===== src/rtl/msq_pkg.sv =====
// ============================================================================
// msq_pkg - shared types and constants for the min squares decomposition
// Result layout, square-root unit status and fixed field widths.
// ============================================================================
package msq_pkg;

    localparam int COUNT_W      = 3;
    localparam int ROOT_OUT_W   = 12;
    localparam int MULTI_W      = 3;
    localparam int MAX_SQUARES  = 4;
    localparam int MAX_RESULTS  = 64;
    localparam int CNT_W        = $clog2(MAX_RESULTS + 1);
    localparam int OUT_TDATA_W  = 56;

    localparam logic [MULTI_W-1:0] MULTI_RESET = 3'd2;

    // Packed so that count lands in the lowest bits, then root_a .. root_d.
    typedef struct packed {
        logic [ROOT_OUT_W-1:0] root_d;
        logic [ROOT_OUT_W-1:0] root_c;
        logic [ROOT_OUT_W-1:0] root_b;
        logic [ROOT_OUT_W-1:0] root_a;
        logic [COUNT_W-1:0]    count;
    } t_result;

    localparam int OUT_PAD_W = OUT_TDATA_W - $bits(t_result);

    typedef struct packed {
        logic busy;
        logic done;
    } t_sqrt_stat;

endpackage


===== src/rtl/msq_sqrt.sv =====
// ============================================================================
// msq_sqrt - iterative floor square root
// Digit-by-digit method, one result bit per cycle, done pulses for one cycle.
// ============================================================================
module msq_sqrt
    import msq_pkg::*;
#(
    parameter int VALUE_BITS = 24
) (
    input  logic                              i_clk,
    input  logic                              i_rst_n,
    input  logic                              i_start,
    input  logic [VALUE_BITS-1:0]             i_operand,
    output logic [(VALUE_BITS+1)/2-1:0]       o_root,
    output t_sqrt_stat                        o_stat
);

    localparam int RW = (VALUE_BITS + 1) / 2;
    localparam int W  = 2 * RW;

    logic [W-1:0] r_v;
    logic [W-1:0] r_res;
    logic [W-1:0] r_bit;
    logic         r_busy;
    logic         r_done;

    logic [W:0]   trial;
    logic         take;

    assign trial = {1'b0, r_res} + {1'b0, r_bit};
    assign take  = ({1'b0, r_v} >= trial);

    always_ff @(posedge i_clk) begin
        if (!i_rst_n) begin
            r_busy <= 1'b0;
            r_done <= 1'b0;
        end else begin
            r_done <= 1'b0;
            if (i_start) begin
                r_v    <= W'(i_operand);
                r_res  <= '0;
                r_bit  <= W'(1) << (W - 2);
                r_busy <= 1'b1;
            end else if (r_busy) begin
                if (take) begin
                    r_v   <= r_v - trial[W-1:0];
                    r_res <= (r_res >> 1) + r_bit;
                end else begin
                    r_res <= r_res >> 1;
                end
                r_bit <= r_bit >> 2;
                if (r_bit[0]) begin
                    r_busy <= 1'b0;
                    r_done <= 1'b1;
                end
            end
        end
    end

    assign o_root      = r_res[RW-1:0];
    assign o_stat.busy = r_busy;
    assign o_stat.done = r_done;

endmodule


===== src/rtl/min_squares_decomposition.sv =====
// ============================================================================
// min_squares_decomposition - fewest squares that sum to an integer
// Greedy floor-square-root search with descending backtrack, k = 1 .. 4.
// ============================================================================
//
// Channel   Dir  Handshake                 Payload
// --------  ---  ------------------------  ---------------------------------
// s_axis    in   s_axis_tvalid/tready      tdata: value
// m_axis    out  m_axis_tvalid/tready      tdata: count, root_a..root_d
//                                          tlast: last
// cfg       in   i_cfg_we (no wait)        i_cfg_wdata: multi
//
// Timing: one request is held for a data-dependent run. Each greedy root runs
// the bit-serial square-root unit and then the shared squaring multiplier; a
// backtrack step reloads the multiplier, twice when the second root is
// lowered, and a finished candidate is checked and emitted while the output
// is free. A full sweep over a 24-bit value runs far longer than a small one.
// Reset: synchronous, active low; multi returns to 2, no result pending.
// Stalls: s_axis_tready is high only while the sequencer is idle. One result
// is held back in a pending register so that tlast is known when it leaves;
// a stalled output register halts the sequencer at the next emit.
// ============================================================================
module min_squares_decomposition
    import msq_pkg::*;
#(
    parameter int VALUE_BITS = 24
) (
    input  logic                                i_clk,
    input  logic                                i_rst_n,
    // configuration: multi
    input  logic                                i_cfg_we,
    input  logic [MULTI_W-1:0]                  i_cfg_wdata,
    // tdata: [VALUE_BITS-1:0] value, upper bits zero
    input  logic                                s_axis_tvalid,
    output logic                                s_axis_tready,
    input  logic [((VALUE_BITS+7)/8)*8-1:0]     s_axis_tdata,
    // tdata: [2:0] count, [14:3] root_a, [26:15] root_b, [38:27] root_c,
    //        [50:39] root_d, upper bits zero
    output logic                                m_axis_tvalid,
    input  logic                                m_axis_tready,
    output logic [OUT_TDATA_W-1:0]              m_axis_tdata,
    output logic                                m_axis_tlast
);

    localparam int RW = (VALUE_BITS + 1) / 2;
    localparam int W  = 2 * RW;

    typedef enum logic [3:0] {
        S_IDLE,
        S_INIT,
        S_DESCEND,
        S_SQRT,
        S_MUL,
        S_SUB,
        S_CHECK,
        S_EMIT,
        S_AFTER_HIT,
        S_BACK,
        S_BT_R1,
        S_KEND,
        S_FINISH
    } t_state;

    t_state                r_state;
    t_state                r_sub_next;
    logic [VALUE_BITS-1:0] r_v;
    logic [VALUE_BITS-1:0] r_rem;
    logic [VALUE_BITS-1:0] r_saved;
    logic [RW-1:0]         r_roots [MAX_SQUARES];
    logic [2:0]            r_k;
    logic [2:0]            r_i;
    logic                  r_found;
    logic [MULTI_W-1:0]    r_multi;
    logic [RW-1:0]         r_mul_op;
    logic [W-1:0]          r_prod;
    logic [CNT_W-1:0]      r_cnt;
    logic                  r_pend_v;
    t_result               r_pend;
    logic                  r_out_v;
    t_result               r_out;
    logic                  r_out_last;

    logic [RW-1:0]         sq_root;
    t_sqrt_stat            sq_stat;
    logic                  sq_start;
    logic [W-1:0]          diff;
    logic [1:0]            last_idx;
    logic [RW-1:0]         root_last;
    logic                  sorted;
    logic                  out_free;
    logic                  out_push;
    t_result               hit;

    msq_sqrt #(
        .VALUE_BITS (VALUE_BITS)
    ) u_sqrt (
        .i_clk     (i_clk),
        .i_rst_n   (i_rst_n),
        .i_start   (sq_start),
        .i_operand (r_rem),
        .o_root    (sq_root),
        .o_stat    (sq_stat)
    );

    function automatic logic [ROOT_OUT_W-1:0] trim_root(input logic [RW-1:0] root);
        logic [RW+ROOT_OUT_W-1:0] ext;
        ext = {{ROOT_OUT_W{1'b0}}, root};
        return ext[ROOT_OUT_W-1:0];
    endfunction

    // Launch a root whenever the greedy descent still has positions to fill.
    assign sq_start  = (r_state == S_DESCEND) && (r_i < r_k);
    assign diff      = W'(r_rem) - r_prod;
    assign last_idx  = r_k[1:0] - 2'd1;
    assign root_last = r_roots[last_idx];
    assign out_free  = !r_out_v || m_axis_tready;
    // move the pending result into the output register
    assign out_push  = r_pend_v && out_free &&
                       ((r_state == S_EMIT) || (r_state == S_FINISH));

    // A hit only counts when the roots come out non-increasing.
    assign sorted = ((r_k < 3'd2) || (r_roots[0] >= r_roots[1])) &&
                    ((r_k < 3'd3) || (r_roots[1] >= r_roots[2])) &&
                    ((r_k < 3'd4) || (r_roots[2] >= r_roots[3]));

    always_comb begin
        hit.count  = r_k;
        hit.root_a = trim_root(r_roots[0]);
        hit.root_b = (r_k >= 3'd2) ? trim_root(r_roots[1]) : '0;
        hit.root_c = (r_k >= 3'd3) ? trim_root(r_roots[2]) : '0;
        hit.root_d = (r_k >= 3'd4) ? trim_root(r_roots[3]) : '0;
    end

    // Shared squaring unit: operand loaded one cycle, product registered next.
    always_ff @(posedge i_clk) begin
        r_prod <= W'(r_mul_op) * W'(r_mul_op);
    end

    always_ff @(posedge i_clk) begin
        if (!i_rst_n) begin
            r_state    <= S_IDLE;
            r_sub_next <= S_DESCEND;
            r_multi    <= MULTI_RESET;
            r_k        <= '0;
            r_i        <= '0;
            r_found    <= 1'b0;
            r_cnt      <= '0;
            r_pend_v   <= 1'b0;
            r_out_v    <= 1'b0;
            r_rem      <= '0;
            r_saved    <= '0;
            for (int j = 0; j < MAX_SQUARES; j++) begin
                r_roots[j] <= '0;
            end
        end else begin
            if (i_cfg_we) begin
                r_multi <= i_cfg_wdata;
            end
            // load the output from the pending slot, else drop it once taken
            if (out_push) begin
                r_out_v <= 1'b1;
            end else if (m_axis_tready) begin
                r_out_v <= 1'b0;
            end

            case (r_state)
                S_IDLE: begin
                    if (s_axis_tvalid) begin
                        r_v     <= s_axis_tdata[VALUE_BITS-1:0];
                        r_k     <= 3'd1;
                        r_cnt   <= '0;
                        r_state <= S_INIT;
                    end
                end
                S_INIT: begin
                    r_i     <= '0;
                    r_rem   <= r_v;
                    r_saved <= '0;
                    r_found <= 1'b0;
                    r_state <= S_DESCEND;
                end
                S_DESCEND: begin
                    if (r_i < r_k) begin
                        // hold the remainder ahead of the third root for backtrack
                        if (r_i == 3'd2) begin
                            r_saved <= r_rem;
                        end
                        r_state <= S_SQRT;
                    end else begin
                        r_state <= S_CHECK;
                    end
                end
                S_SQRT: begin
                    if (sq_stat.done) begin
                        r_roots[r_i[1:0]] <= sq_root;
                        r_mul_op          <= sq_root;
                        r_i               <= r_i + 3'd1;
                        r_sub_next        <= S_DESCEND;
                        r_state           <= S_MUL;
                    end
                end
                S_MUL: begin
                    r_state <= S_SUB;
                end
                S_SUB: begin
                    r_rem   <= diff[VALUE_BITS-1:0];
                    r_state <= r_sub_next;
                end
                S_CHECK: begin
                    if (r_rem != '0) begin
                        r_state <= S_BACK;
                    end else if (sorted) begin
                        r_found <= 1'b1;
                        r_state <= S_EMIT;
                    end else begin
                        r_state <= S_AFTER_HIT;
                    end
                end
                S_EMIT: begin
                    // flush the older pending result first; it is not the last
                    if (!r_pend_v || out_free) begin
                        if (r_pend_v) begin
                            r_out      <= r_pend;
                            r_out_last <= 1'b0;
                        end
                        r_pend   <= hit;
                        r_pend_v <= 1'b1;
                        r_cnt    <= r_cnt + CNT_W'(1);
                        if (r_cnt == CNT_W'(MAX_RESULTS - 1)) begin
                            r_state <= S_FINISH;
                        end else begin
                            r_state <= S_AFTER_HIT;
                        end
                    end
                end
                S_AFTER_HIT: begin
                    if ((r_k < 3'd2) || (r_k > r_multi)) begin
                        r_state <= S_KEND;
                    end else begin
                        r_state <= S_BACK;
                    end
                end
                S_BACK: begin
                    if ((r_k == 3'd4) && (r_roots[2] > r_roots[3])) begin
                        r_roots[2] <= r_roots[2] - RW'(1);
                        r_mul_op   <= r_roots[2] - RW'(1);
                        r_rem      <= r_saved;
                        r_i        <= 3'd3;
                        r_sub_next <= S_DESCEND;
                        r_state    <= S_MUL;
                    end else if ((r_k >= 3'd3) && (r_roots[1] > root_last)) begin
                        r_roots[1] <= r_roots[1] - RW'(1);
                        r_mul_op   <= r_roots[0];
                        r_rem      <= r_v;
                        r_i        <= 3'd2;
                        r_sub_next <= S_BT_R1;
                        r_state    <= S_MUL;
                    end else if ((r_k >= 3'd2) && (r_roots[0] > root_last)) begin
                        r_roots[0] <= r_roots[0] - RW'(1);
                        r_mul_op   <= r_roots[0] - RW'(1);
                        r_rem      <= r_v;
                        r_i        <= 3'd1;
                        r_sub_next <= S_DESCEND;
                        r_state    <= S_MUL;
                    end else begin
                        r_state <= S_KEND;
                    end
                end
                S_BT_R1: begin
                    // second square of the rebuilt remainder
                    r_mul_op   <= r_roots[1];
                    r_sub_next <= S_DESCEND;
                    r_state    <= S_MUL;
                end
                S_KEND: begin
                    if (r_found || (r_k == 3'(MAX_SQUARES))) begin
                        r_state <= S_FINISH;
                    end else begin
                        r_k     <= r_k + 3'd1;
                        r_state <= S_INIT;
                    end
                end
                S_FINISH: begin
                    if (!r_pend_v) begin
                        r_state <= S_IDLE;
                    end else if (out_free) begin
                        r_out      <= r_pend;
                        r_out_last <= 1'b1;
                        r_pend_v   <= 1'b0;
                        r_state    <= S_IDLE;
                    end
                end
                default: begin
                    r_state <= S_IDLE;
                end
            endcase
        end
    end

    assign s_axis_tready = (r_state == S_IDLE);
    assign m_axis_tvalid = r_out_v;
    assign m_axis_tdata  = {{OUT_PAD_W{1'b0}}, r_out};
    assign m_axis_tlast  = r_out_last;

endmodule


===== config.mk =====
export PLATFORM = sky130hd
export DESIGN_NAME = min_squares_decomposition
export DESIGN_NICKNAME = d
export VERILOG_FILES = /design/src/rtl/msq_pkg.sv /design/src/rtl/msq_sqrt.sv /design/src/rtl/min_squares_decomposition.sv
export SDC_FILE = /design/constraint.sdc
export NUM_CORES = 1
export LEC_CHECK = 0
export BUFFER_PORTS_ARGS = -buffer_cell sky130_fd_sc_hd__buf_2
export CELL_PAD_IN_SITES_DETAIL_PLACEMENT = 1
export CELL_PAD_IN_SITES_GLOBAL_PLACEMENT = 2
export CORE_MARGIN = 2
export CORE_UTILIZATION = 30
export DETAILED_ROUTE_END_ITERATION = 10
export HOLD_SLACK_MARGIN = 0.08
export PLACE_DENSITY = 0.75
export SLEW_MARGIN = 20
export SYNTH_ARGS = -nofsm -noshare
export SYNTH_HDL_FRONTEND = slang
export SYNTH_SLANG_ARGS = --single-unit
export TNS_END_PERCENT = 1

===== constraint.sdc =====
create_clock -name i_clk -period 6.05 [get_ports i_clk]
set_input_delay 0.3025 -clock i_clk [delete_from_list [all_inputs] [get_ports i_clk]]
set_output_delay 0.3025 -clock i_clk [all_outputs]
set_load 0.005 [all_outputs]

# [Word level (Yosys, flattened, before mapping)]
# Memory sizes are Yosys's and may differ from the RTL's.
# Cells that the tools add are included.
[classes] n_addsub=11 n_mul=1 div_mod_pow=0 order_cmp=15 eq_ne=28 shifts=0 mux=98 bitwise_logic=5 n_reduce_logical=48
[ops] operator="$mux W24" n=10
[ops] operator="$mux W51" n=4
[ops] operator="$pmux W51 S2" n=1
[ops] operator="$mux W12" n=8
[ops] operator="$pmux W24 S3" n=1
[ops] operator="$mux W4" n=15
[ops] operator="$pmux W4 S13" n=1
[ops] operator="$pmux W24 S2" n=1
[ops] operator="$sub A24 B24 Y24" n=2
[ops] operator="$ge A12 B12 Y1" n=3
[ops] operator="$gt A12 B12 Y1" n=3
[ops] operator="$mux W1" n=36
[ops] operator="$pmux W12 S3" n=1
[ops] operator="$sub A12 B1 Y12 const B" n=3
[ops] operator="$reduce_and A3 Y1" n=9
[ops] operator="$add A24 B23 Y25" n=1
[ops] operator="$ge A24 B25 Y1" n=1
[ops] operator="$add A23 B23 Y24" n=1
[ops] operator="$mul A12 B12 Y24" n=1
[ops] operator="$mux W3" n=8
[ops] operator="$reduce_bool A24 Y1" n=1
[ops] operator="$mux W23" n=1
[ops] operator="$eq A4 B4 Y1 const B" n=5
[ops] operator="$eq A4 B3 Y1 const B" n=4
[ops] operator="other kinds (38)" n=85
[totals] register_bits=300 latch_bits=0 ramBits=48 romBits=0 inputBits=32 output_inout_bits=59 word_cells=237 n_memories=1
[memory_table] name="r_roots" depth=4 width=12 rd=5 rd_ports_with_merged_regs=0 write_ports=4 line_no="min_squares_decomposition.sv:69" source="logic [RW-1:0] r_roots [MAX_SQUARES];"

# [Logic depth before layout (Yosys ltp)]
# An unclocked memory read counts as a cell.
[depth] ltp_word=12 mapped_depth=23 mapped_depth_nobuf=22

# [Cells and area by module]
# Synthesis repeated with hierarchy kept, for this count alone.
[hier_totals] cells_unflattened=2359 hier_area_um2=23403.7
[by_module_without_submodules] module="min_squares_decomposition" instances=1 cells_each=1817 area_per_inst_um2=18242.5 seq_area_each_um2=7517.2
[by_module_without_submodules] module="msq_sqrt" instances=1 cells_each=542 area_per_inst_um2=5161.2 seq_area_each_um2=1841.8

# [Worst setup path after synthesis]
# Ideal clock, no wire load.
[synth_path] path_type="reg-to-reg" start="register r_mul_op[0]" end="register r_prod[22]" setup_ps=123 arrival_ps=5498 required_time_ps=5927 slack_ps=428 path_stages_with_launch=22 n_path_buf=1 period_less_slack_ps=5622 cell_sequence="edfxtp_1 clkbuf_1 and2_1 fa_1 inv_1 fa_1 inv_1 fa_1 fa_1 inv_1 fa_1 inv_1 ha_1 and4_1 o311a_1 or2_2 a41o_1 o41ai_1 o21ai_0 nor2_1 a21oi_1 xor2_1"
[synth_via] elab_chain_cells=1
[synth_lines] element="start: declaration" line_no="min_squares_decomposition.sv:74" source="logic [RW-1:0] r_mul_op;"
[synth_lines] element="start signal: assignment" line_no="min_squares_decomposition.sv:196" source="r_mul_op <= sq_root;"
[synth_lines] element="start signal: assignment" line_no="min_squares_decomposition.sv:246" source="r_mul_op <= r_roots[2] - RW'(1);"
[synth_lines] element="start signal: assignment" line_no="min_squares_decomposition.sv:253" source="r_mul_op <= r_roots[0];"
[synth_lines] element="$mul A12 B12 Y24" line_no="min_squares_decomposition.sv:136" source="r_prod <= W'(r_mul_op) * W'(r_mul_op);"
[synth_lines] element="end signal: assignment" line_no="min_squares_decomposition.sv:136"
[synth_lines] element="end: declaration" line_no="min_squares_decomposition.sv:75" source="logic [W-1:0] r_prod;"
# No other way between the ends.
# A chain may end at the register's enable or synchronous reset.

# [Worst setup path in the final report]
# Ends and elaborated chain as after synthesis.

==> qor.csv <==
stage,metric,value,unit
run_status,outcome,finished clean,
logic_synthesis,Synth Register Bits,344,
grt,total gr overflow,0,
finish,Layout area overhead,15.6,%
finish,layout cell share with drive strength beyond 1,0.105,
finish,final instance area,0.0266,mm2
pwr,Clk pwr share,0.329,
sta,Setup TNS,0,ps
setup_path,crit path DAT,6230,ps
hold_path,min-delay worst type,in -> reg,
grt,largest net degree at the start of global routing,53,
floorplan,Starting Density,0.303,
setup_path,Crit path max-delay family,adder cells,
routing,DRC Markers,0,
routing,routed via count,17800,
logic_synthesis,largest cells by area after synthesis,"edfxtp_1 (32%), ha_1 (11%), dfxtp_1 (8.4%), fa_1 (7.2%), inv_1 (4.1%)",
setup_path,crit-path max FO,6,
logic_synthesis,post-synthesis simple-gate area fraction,0.134,
sta,Max Clock Freq,173,MHz
logic_synthesis,top cell type by total area after synthesis,edfxtp_1,
sta,Slew @ Worst Pin,1050,ps
logic_synthesis,mux cell area share after synthesis,0.0146,
placed_design,placement-stage worst setup slack,48.6,ps
logic_synthesis,Post-synth EDFFs,247,
cts,CTS tree,yes,
cts,CTS Sinks,344,
cts,clk_lat worst skew,600,ps
sta,final setup margin,264,ps
logic_synthesis,Synth Instances,2325,
logic_synthesis,synth unique cells,75,
pwr,Worst VDD drop,186,uV
routing,wire per inst,19.4,um
floorplan,core area,0.0759,mm2
logic_synthesis,"count leader, synth",inv_1,
floorplan,Row Count,101,
pwr,combinational share of power,0.303,
floorplan,die width,281,um
pwr,Pint,5320,uW
sta,Tcrit/Tclk final,0.956,
job,max_cap viols,0,
placed_design,number of buffers added on ports,85,
pwr,pwr dens,308,mW/mm2
logic_synthesis,top post-synthesis cells by count,"inv_1 (254), edfxtp_1 (247), nor2_1 (234)",
sta,Clock Skew,39.3,ps
hold_path,Worst Hold Path Cells,3,
logic_synthesis,xor and xnor area share after synthesis,0.0502,
logic_synthesis,Synth top area share,0.322,
pwr,Tot Pwr,8200,uW
setup_path,"Max stage delay cell, worst path",fa_1,
pwr,Reg power frac,0.368,
setup_path,RR Startpoint,r_mul_op[0],
setup_path,R2R Path End,r_prod[22],
setup_path,R2R cell count,20,
hold_path,Hold Path Origin,s_axis_tvalid,
sta,Max-slew headroom,0.299,
sta,minimum clock period,5790,ps
sta,final hold viol count,0,
placed_design,hpwl dp,51000,um
logic_synthesis,mapped cell area,0.0230,mm2
logic_synthesis,post-synthesis sequential area ratio,0.407,
setup_path,Critical Path Most Common Cell,fa_1,
setup_path,"Critical Path, Cell by Cell",and2_1 > fa_1 > inv_1 > fa_1 > inv_1 > fa_1 > fa_1 > inv_1 > fa_1 > inv_1 > ha_2 > and4_1 > o311a_1 > or2_2 > a41o_1 > o41ai_4 > o21ai_2 > nor2_2 > a21oi_1 > xor2_1,
routing,vias per inst,5.07,
logic_synthesis,main combinational cell family by area after synthesis,adder cells,
setup_path,Worst Path Buf+Inv,4,
sta,hold_ws,172,ps
logic_synthesis,Post-synth top flop,edfxtp_1,
placed_design,Placer Congestion,0.844,
setup_path,max incr delay on CP,550,ps
routing,drt pass-1 iters,5,
logic_synthesis,ys async rst share,0,
cts,H-tree levels,2,
routing,Detailed Route WL,67900,um
grt,initial antenna violation count,2,
setup_path,Worst EP required,6500,ps
cts,clock root cell,clkbuf_16,
floorplan,die area,0.0790,mm2
routing,DRT antenna net count,0,
logic_synthesis,compound-gate portion of the synthesized area,0.153,
cts,clk buf depth,3,
logic_synthesis,synthesis warning total,0,
setup_path,startpoint types,flip-flop,
finish,nets,2759,
setup_path,critical path type,reg -> reg,
grt,vias in the first global route,19100,
floorplan,number of I/O pins,91,
logic_synthesis,Synth Area in Adders,0.183,
hold_path,hold path endpoint,r_k[0],
routing,Initial DRC Count,1050,
pwr,Net Switching,2880,uW
sta,fin. max-slew vios,0,
sta,unrepaired setup endpoints after global routing,false,
cts,CTS Buf Count,43,
sta,Final setup viols,0,
grt,GRT Util Overall,0.174,
pwr,leak pwr,0.0108,uW
pwr,Sw Ratio,0.351,
floorplan,chip height,281,um
grt,first-pass GRT wire length,108000,um
logic_synthesis,Syn Area/Cell,9.90,um2
cts,"Clk pin slew, worst setup/hold paths",70,ps
placed_design,area post-placement,0.0247,mm2
setup_path,R2R Setup Slk,260,ps
setup_path,Crit. End Element,flip-flop,
==> final cells by class <==
type,count,area (um2)
Fill cell,8575,49300
Multi-Input combinational cell,1636,12400
Sequential cell,344,9360
Tap cell,1030,1290
Clock buffer,51,1160
Timing Repair Buffer,160,1070
Inverter,255,957
Clock inverter,29,325
Antenna cell,1,2.50
==> power groups by stage <==
stage | Combinational, uW | Clock [uW] | Sequential (uW)
after CTS | 2470 | 2770 | 3010
after global placement | 2380 | 0 | 3050
after global routing | 2800 | 2850 | 3040
after floorplan | 1850 | 0 | 2910
after detailed placement | 2440 | 0 | 3060
final | 2480 | 2700 | 3020
==> tightest hold or removal path, delay by kind of cell <==
kind                   cells  cell delay (ps)
AO/OA/AOI/OAI              2              290
buffers and inverters      1              110
==> timing repair <==
action                                  in CTS  in global routing
hold endpoints to repair                    28                  0
setup buffers                                0                  3
endpoints found under the setup margin       0                  5
gates resized for setup                      0                 12
hold buffers                                32                  0
==> state kept, by name (all words and copies together), names as in the netlist <==
name	count
u_sqrt.r_busy	1
r_roots	48
u_sqrt.r_res	24
r_mul_op	12
u_sqrt.r_v	24
r_i	3
m_axis_tvalid	1
m_axis_tdata	51
r_prod	23
r_pend	51
r_sub_next	1
m_axis_tlast	1
r_cnt	7
u_sqrt.r_bit	12
r_multi	3
u_sqrt.r_done	1
r_state	4
r_found	1
r_v	24
r_k	3
r_pend_v	1
r_rem	24
r_saved	24
==> per-stage QoR <==
stage                      util  instances
after floorplan               -       2329
after global placement    0.325       3390
after detailed placement  0.326       3390
after CTS                 0.349       3502
after global routing      0.350       3505
final                     0.350       3506
==> metal layers <==
metal / global-route usage / vias up / part of all wire
li1: - / 8478 / -
met1: 0.229 / 8863 / 0.46
met2: 0.291 / 344 / 0.47
met3: 0.0233 / 104 / 0.041
met4: 0.0613 / 2 / 0.033
met5: 0 / - / 0.00018
==> placed cells by master (no fill, tap or decap), types with 21 or more instances in the layout <==
| cell | instances |
|---|---|
| buf_2 | 85 |
| xor2_1 | 51 |
| clkbuf_16 | 44 |
| nand2_1 | 129 |
| nor2_1 | 227 |
| edfxtp_1 | 247 |
| dfxtp_1 | 97 |
| nand3_1 | 41 |
| o22ai_1 | 25 |
| a22oi_1 | 42 |
| a21o_1 | 35 |
| nor2b_1 | 27 |
| inv_1 | 254 |
| ha_1 | 202 |
| nand2b_1 | 21 |
| xnor2_1 | 81 |
| buf_4 | 42 |
| fa_1 | 83 |
| o21ai_0 | 125 |
| a21oi_1 | 146 |
| dlygate4sd3_1 | 32 |
| a211oi_1 | 24 |
| and2_1 | 72 |
| a31oi_1 | 28 |
==> cell families (layout without fill, tap and decap cells) <==
kind of cell	count (synthesis)	count (layout)
other	1	6
buffers and inverters	349	495
DFF	344	344
adders and majority gates	287	287
AOI/OAI and AO/OA	554	554
and+or+nand+nor	640	640
muxes	18	18
xor gates and xnor gates	132	132
==> how the worst max path moves through the flow <==
stage	start	to	slack, ps	depth (start not counted)
finish	r_mul_op[0]	r_prod[22]	260	20
global route	r_mul_op[3]	r_prod[23]	6	21
CTS	r_mul_op[3]	r_prod[23]	40	21
detailed placement	r_mul_op[3]	r_prod[23]	50	21
global placement	r_mul_op[2]	r_prod[22]	210	21
floorplan	r_mul_op[0]	r_prod[22]	430	21
Power figures use the tool's default switching activity.
